File: config.mk
export PLATFORM = sky130hd
export DESIGN_NAME = rtmc_front
export DESIGN_NICKNAME = d
export VERILOG_FILES = /design/src/hw/rtl/rect_tile_map_collision_unit_defines.svh /design/src/hw/rtl/rtmc_pkg.sv /design/src/hw/rtl/rtmc_front.sv
export SDC_FILE = /design/constraint.sdc
export NUM_CORES = 1
export LEC_CHECK = 0
export ABC_AREA = 1
export BUFFER_PORTS_ARGS = -buffer_cell sky130_fd_sc_hd__buf_2
export CAP_MARGIN = 20
export CORE_MARGIN = 2
export CORE_UTILIZATION = 50
export DETAILED_ROUTE_END_ITERATION = 10
export PLACE_DENSITY = 0.79
export SLEW_MARGIN = 20
export SYNTH_ARGS = -nofsm -noshare
export SYNTH_HDL_FRONTEND = slang
export SYNTH_SLANG_ARGS = --single-unit
File: constraint.sdc
create_clock -name aclk -period 4.49 [get_ports aclk]
set_input_delay 0.449 -clock aclk [delete_from_list [all_inputs] [get_ports aclk]]
set_output_delay 0.449 -clock aclk [all_outputs]
set_load 0.02 [all_outputs]
File: src/hw/rtl/rect_tile_map_collision_unit_defines.svh
// Assertion macros for the rect tile map collision unit.
// Included by the RTL files that carry concurrent assertions.
`ifndef RECT_TILE_MAP_COLLISION_UNIT_DEFINES_SVH
`define RECT_TILE_MAP_COLLISION_UNIT_DEFINES_SVH
`ifndef SYNTHESIS
`define RTMC_ASSERT(lbl, clk, rstn, prop) \
    lbl: assert property (@(posedge clk) disable iff (!rstn) prop) \
        else $error("rtmc assertion failed");
`define RTMC_ASSERT_NEVER(lbl, clk, rstn, cond) \
    lbl: assert property (@(posedge clk) disable iff (!rstn) !(cond)) \
        else $error("rtmc forbidden condition");
`else
`define RTMC_ASSERT(lbl, clk, rstn, prop)
`define RTMC_ASSERT_NEVER(lbl, clk, rstn, cond)
`endif
`endif

File: src/hw/rtl/rtmc_pkg.sv
// Shared types and constants of the rect tile map collision unit.
// No dependencies.
`timescale 1ns / 1ps
package rtmc_pkg;
    localparam int MAX_ROWS = 64;
    localparam int MAX_COLS = 64;
    localparam int ROW_W    = (MAX_ROWS > 1) ? $clog2(MAX_ROWS) : 1;
    localparam int COL_W    = (MAX_COLS > 1) ? $clog2(MAX_COLS) : 1;

    localparam int TILE_W   = 6;
    localparam int POS_W    = 16;
    localparam int LEN_W    = 15;
    localparam int SCALE_W  = 13;
    localparam int MAP_W    = 7;
    localparam int CFG_W    = 13;
    localparam int CFG_IDX_W = 2;
    localparam int DIV_W    = 18;
    localparam int MAG_W    = 17;
    localparam int SPAN_W   = 19;
    localparam int CNT_W    = 5;

    localparam logic [CFG_IDX_W-1:0] CFG_TILE_SCALE = 2'd0;
    localparam logic [CFG_IDX_W-1:0] CFG_MAP_ROWS   = 2'd1;
    localparam logic [CFG_IDX_W-1:0] CFG_MAP_COLS   = 2'd2;

    localparam logic OP_WRITE = 1'b0;
    localparam logic OP_QUERY = 1'b1;

    typedef enum logic {
        KIND_WRITE = 1'b0,
        KIND_QUERY = 1'b1
    } kind_t;

    typedef struct packed {
        kind_t                    kind;
        logic [ROW_W-1:0]         row;
        logic [COL_W-1:0]         col;
        logic                     solid;
        logic signed [DIV_W-1:0]  x_lo;
        logic signed [DIV_W-1:0]  x_hi;
        logic signed [DIV_W-1:0]  y_lo;
        logic signed [DIV_W-1:0]  y_hi;
    } entry_t;

    typedef enum logic [5:0] {
        ST_IDLE  = 6'b000001,
        ST_DIV   = 6'b000010,
        ST_SETUP = 6'b000100,
        ST_READ  = 6'b001000,
        ST_CHECK = 6'b010000,
        ST_OUT   = 6'b100000
    } state_t;
endpackage

File: src/hw/rtl/rtmc_front.sv
// Front end: accepts transactions, classifies them and queues them.
// Depends on rtmc_pkg.
`timescale 1ns / 1ps
module rtmc_front (
    input  logic                              aclk,
    input  logic                              aresetn,
    input  logic                              s_valid,
    output logic                              s_ready,
    input  logic                              s_op,
    input  logic [5:0]                        s_tile_row,
    input  logic [5:0]                        s_tile_col,
    input  logic                              s_tile_solid,
    input  logic signed [15:0]                s_rect_x,
    input  logic signed [15:0]                s_rect_y,
    input  logic [14:0]                       s_rect_w,
    input  logic [14:0]                       s_rect_h,
    output logic                              q_valid,
    output rtmc_pkg::entry_t                  q_entry,
    input  logic                              q_pop
);
    import rtmc_pkg::*;

    entry_t     fifo_reg [2];
    logic       wr_ptr_reg, wr_ptr_next;
    logic       rd_ptr_reg, rd_ptr_next;
    logic [1:0] count_reg, count_next;
    logic       accept, keep, push, pop;
    entry_t     new_entry;

    assign s_ready = (count_reg != 2'd2);
    assign accept  = s_valid && s_ready;
    assign keep    = (s_op == OP_QUERY) ||
                     ((32'(s_tile_row) < MAX_ROWS) && (32'(s_tile_col) < MAX_COLS));
    assign push    = accept && keep;
    assign pop     = q_pop && q_valid;
    assign q_valid = (count_reg != 2'd0);
    assign q_entry = fifo_reg[rd_ptr_reg];

    always_comb begin
        new_entry.kind  = (s_op == OP_QUERY) ? KIND_QUERY : KIND_WRITE;
        new_entry.row   = ROW_W'(s_tile_row);
        new_entry.col   = COL_W'(s_tile_col);
        new_entry.solid = s_tile_solid;
        new_entry.x_lo  = DIV_W'(s_rect_x);
        new_entry.x_hi  = DIV_W'(s_rect_x) + signed'(DIV_W'(s_rect_w));
        new_entry.y_lo  = DIV_W'(s_rect_y);
        new_entry.y_hi  = DIV_W'(s_rect_y) + signed'(DIV_W'(s_rect_h));
    end

    always_comb begin
        wr_ptr_next = push ? ~wr_ptr_reg : wr_ptr_reg;
        rd_ptr_next = pop ? ~rd_ptr_reg : rd_ptr_reg;
        count_next  = count_reg + 2'(push) - 2'(pop);
    end

    always_ff @(posedge aclk) begin
        if (!aresetn) begin
            wr_ptr_reg <= 1'b0;
            rd_ptr_reg <= 1'b0;
            count_reg  <= 2'd0;
        end else begin
            wr_ptr_reg <= wr_ptr_next;
            rd_ptr_reg <= rd_ptr_next;
            count_reg  <= count_next;
        end
    end

    always_ff @(posedge aclk) begin
        if (push) begin
            fifo_reg[wr_ptr_reg] <= new_entry;
        end
    end
endmodule

==> run_results.csv <==
group,metric,value,unit
critical_path,r2r_slack,2.48,ns
floorplan,num_rows,46,
floorplan,die_h,130,um
logic_synthesis,ys_seq_area_share,61.6,%
place,gp_congestion,0.876,
logic_synthesis,synth.area.top_cells,"edfxtp_1 (60%), mux2_2 (11%), nand2_1 (7.1%)",
run_status,status,"completed",
drt,firstDrtPassIters,4,
critical_path,path_delay_family,"flip-flops",
drt,ant_nets,0,
critical_path,path_max_fanout,43,
drt,totalWireLength,15600,um
cells_and_area,area_growth,20.5,%
sta,rsz0062_at_grt,"no",
logic_synthesis,synthesis.area,7960,um^2
cells_and_area,diodes,0,
flow_run,maxCapViolCount,0,
clock_tree,post-cts-setup-buffers,0,
critical_path,criticalPathCategory,"reg2out",
global_routing,grt_pass1_wl,24500,um
global_routing,grt-ovfl-total,0,
logic_synthesis,yosysUniqueCellTypes,27,
cells_and_area,drive_above_1_share,38.4,%
sta,hold_viol,0,
clock_tree,cts_hold_buf,0,
power,p_per_area,522,nW/um^2
sta,setup_violations,0,
cells_and_area,multiInputGateArea,2640,um^2
cells_and_area,postLayoutCoreUtil,61.1,%
logic_synthesis,synth_common_cells,"edfxtp_1 (160), nand2_1 (150), mux2_2 (80), inv_1 (72), ha_1 (32)",
critical_path,crit_path_end_kind,"primary output",
logic_synthesis,synth_edf_count,160,
floorplan,die_w,130,um
critical_path,cp.required,4.04,ns
clock_tree,cts_buffers,17,
logic_synthesis,ys.warnings.count,0,
power,ir_worst_vdd,0.253,mV
clock_tree,ctsHtreeMaxLevel,4,
cells_and_area,nets,929,
drt,wl_per_cell,14.9,um
logic_synthesis,synth_nets,755,
floorplan,core,15700,um^2
sta,tns,0,ns
logic_synthesis,synth_top_area_share,60.3,%
logic_synthesis,yosys_most_used_dff,"edfxtp_1",
cells_and_area,largest_reg_flops,160,
logic_synthesis,ys_ff_latch,165,
sta,max_slew_margin,49.7,%
critical_path,r2r_end,"fifo_reg[1][65]",
logic_synthesis,synthArstFlopShare,0,%
clock_tree,cts_resized,0,
min_path,hp-start,"s_tile_row[2]",
drt,vias_per_cell,4.94,
critical_path,r2r_cells,5,
global_routing,grt_pass1_vias,5118,
global_routing,grtUsageTotal,18.9,%
global_routing,grt_max_degree,81,
critical_path,crit_path_cell_trace,"buf_12, mux2_2, buf_2",
sta,slew_violations,0,
power,p_leak,4.15,nW
sta,fmax,410,MHz
critical_path,r2r_start,"count_reg[0]",
min_path,min_path_cells,1,
min_path,whs_endpoint,"fifo_reg[0][81]",
place,place_hpwl,10600,um
min_path,min-delay-path-class,"in2reg",
place,portBuffers,167,
drt,initialDrtViolationCount,320,
clock_tree,cts_tree,"yes",
clock_tree,clkTransAtPathRegs,0.06,ns
cells_and_area,regArea,4910,um^2
floorplan,dieArea,17000,um^2
clock_tree,clk_path_buf_depth,2,
logic_synthesis,synth.most_common_cell,"edfxtp_1",
clock_tree,cts.sinks,165,
clock_tree,clkLatencyLatePin,0.42,ns
cells_and_area,fill_cells,1255,
sta,layout_setup_ws,2.05,ns
critical_path,cp_data_arrival_time,1.99,ns
sta,finalCriticalPeriod,2.44,ns
floorplan,initial_core_util,50.7,%
global_routing,antenna_found_initial,0,
critical_path,crit_slowest_cell,"dfxtp_4",
sta,worst_pin_slew,0.753,ns
sta,clock_skew,0.00673,ns
floorplan,io_pins,168,
logic_synthesis,syn-instance-count,641,
place,dp_slack,2.32,ns
sta,min_period_over_period,54.4,%
critical_path,startpoint_type,"flip-flop",
drt,num_vias,5158,
clock_tree,clockRootBuffer,"clkbuf_16",
critical_path,path_buf_inv,2,
logic_synthesis,yosysTopAreaCell,"edfxtp_1",
logic_synthesis,synth.avg_cell_area,12.4,um^2
critical_path,critical_path.max_stage_delay,0.67,ns
drt,drc,0,
[final cells by class]
cell class / count / share of cell area (%)
clock inverters: 12 / 1.62
flip-flops and latches: 165 / 51.1
multi-input cells: 383 / 27.5
inverters: 78 / 3.05
repair buffers: 170 / 9.34
well taps: 216 / 2.82
clock buffers: 20 / 4.55
[report_power, final]
group	total, mW	internal (mW)	switching [mW]
clock network	1.45	0.874	0.576
logic	1.46	0.560	0.902
registers	2.10	2.01	0.0937
total	5.01	3.44	1.57
[worst max-delay path by stage]
stage / slack, ns / endpoint / depth (start not counted)
2_1_floorplan: -0.07 / fifo_reg[0][0] / 4
3_3_place_gp: 2.33 / q_entry[17] / 2
3_5_place_dp: 2.32 / q_entry[16] / 2
4_1_cts: 1.86 / q_entry[16] / 2
5_1_grt: 1.93 / q_entry[82] / 3
6_report: 2.05 / q_entry[82] / 3
[metal layers]
layer / share of wire [%] / wire [um] / GRT usage, % / vias to the layer above
met5: 0 / 0 / 0 / -
met2: 50 / 7840 / 33.0 / 143
met1: 43 / 6650 / 22.5 / 2440
met4: 2.1 / 321 / 8.03 / 0
met3: 4.8 / 745 / 4.39 / 24
li1: - / - / - / 2551
[cells by family (layout without fill, tap and decap cells)]
| group | count (synthesis) | in the layout | share of synthesized area, % |
|---|---|---|---|
| fa+ha+maj | 34 | 34 | 5.53 |
| buf+inv | 93 | 280 | 5.47 |
| xor+xnor | 15 | 15 | 1.65 |
| simple gates | 227 | 227 | 12.6 |
| flops | 165 | 165 | 61.6 |
| mux | 80 | 80 | 11.3 |
| compound gates | 27 | 27 | 1.79 |
[cell usage in the layout (no fill, tap or decap), types with 4 or more instances in the layout]
| cell | Yosys | routed |
|---|---|---|
| inv_2 | 6 | 6 |
| buf_2 | 0 | 167 |
| xor2_1 | 12 | 12 |
| nor2_1 | 24 | 22 |
| mux2_2 | 80 | 80 |
| nand3_1 | 19 | 19 |
| o21ai_0 | 6 | 6 |
| edfxtp_1 | 160 | 160 |
| clkinvlp_4 | 0 | 4 |
| nand2_1 | 150 | 150 |
| dfxtp_1 | 5 | 4 |
| nand2_2 | 18 | 18 |
| clkbuf_16 | 0 | 17 |
| nor3_2 | 6 | 6 |
| ha_1 | 32 | 32 |
| inv_1 | 72 | 72 |
| a21oi_1 | 18 | 18 |
[worst register-to-register path, stage by stage, from the launching register on]
cell,delay (ns)
dfxtp_1,0.33
inv_1,0.05
nand2_1,0.07
nand2_1,0.17
nor2_4,0.63
buf_12,0.37
[per-stage QoR]
| step | cells | power, mW | area, um^2 | hold slack, ns |
|---|---|---|---|---|
| 4_1_cts | 1043 | 5.05 | 9580 | 0.193 |
| 3_3_place_gp | 1011 | 3.56 | 8980 | 0.421 |
| 5_1_grt | 1044 | 5.26 | 9600 | 0.193 |
| 6_report | 1044 | 5.01 | 9600 | 0.216 |
| 2_1_floorplan | 641 | 3.20 | 7960 | 0.425 |
| 3_5_place_dp | 1011 | 3.59 | 8980 | 0.429 |
Note: power is estimated with default switching activity, not from simulation.
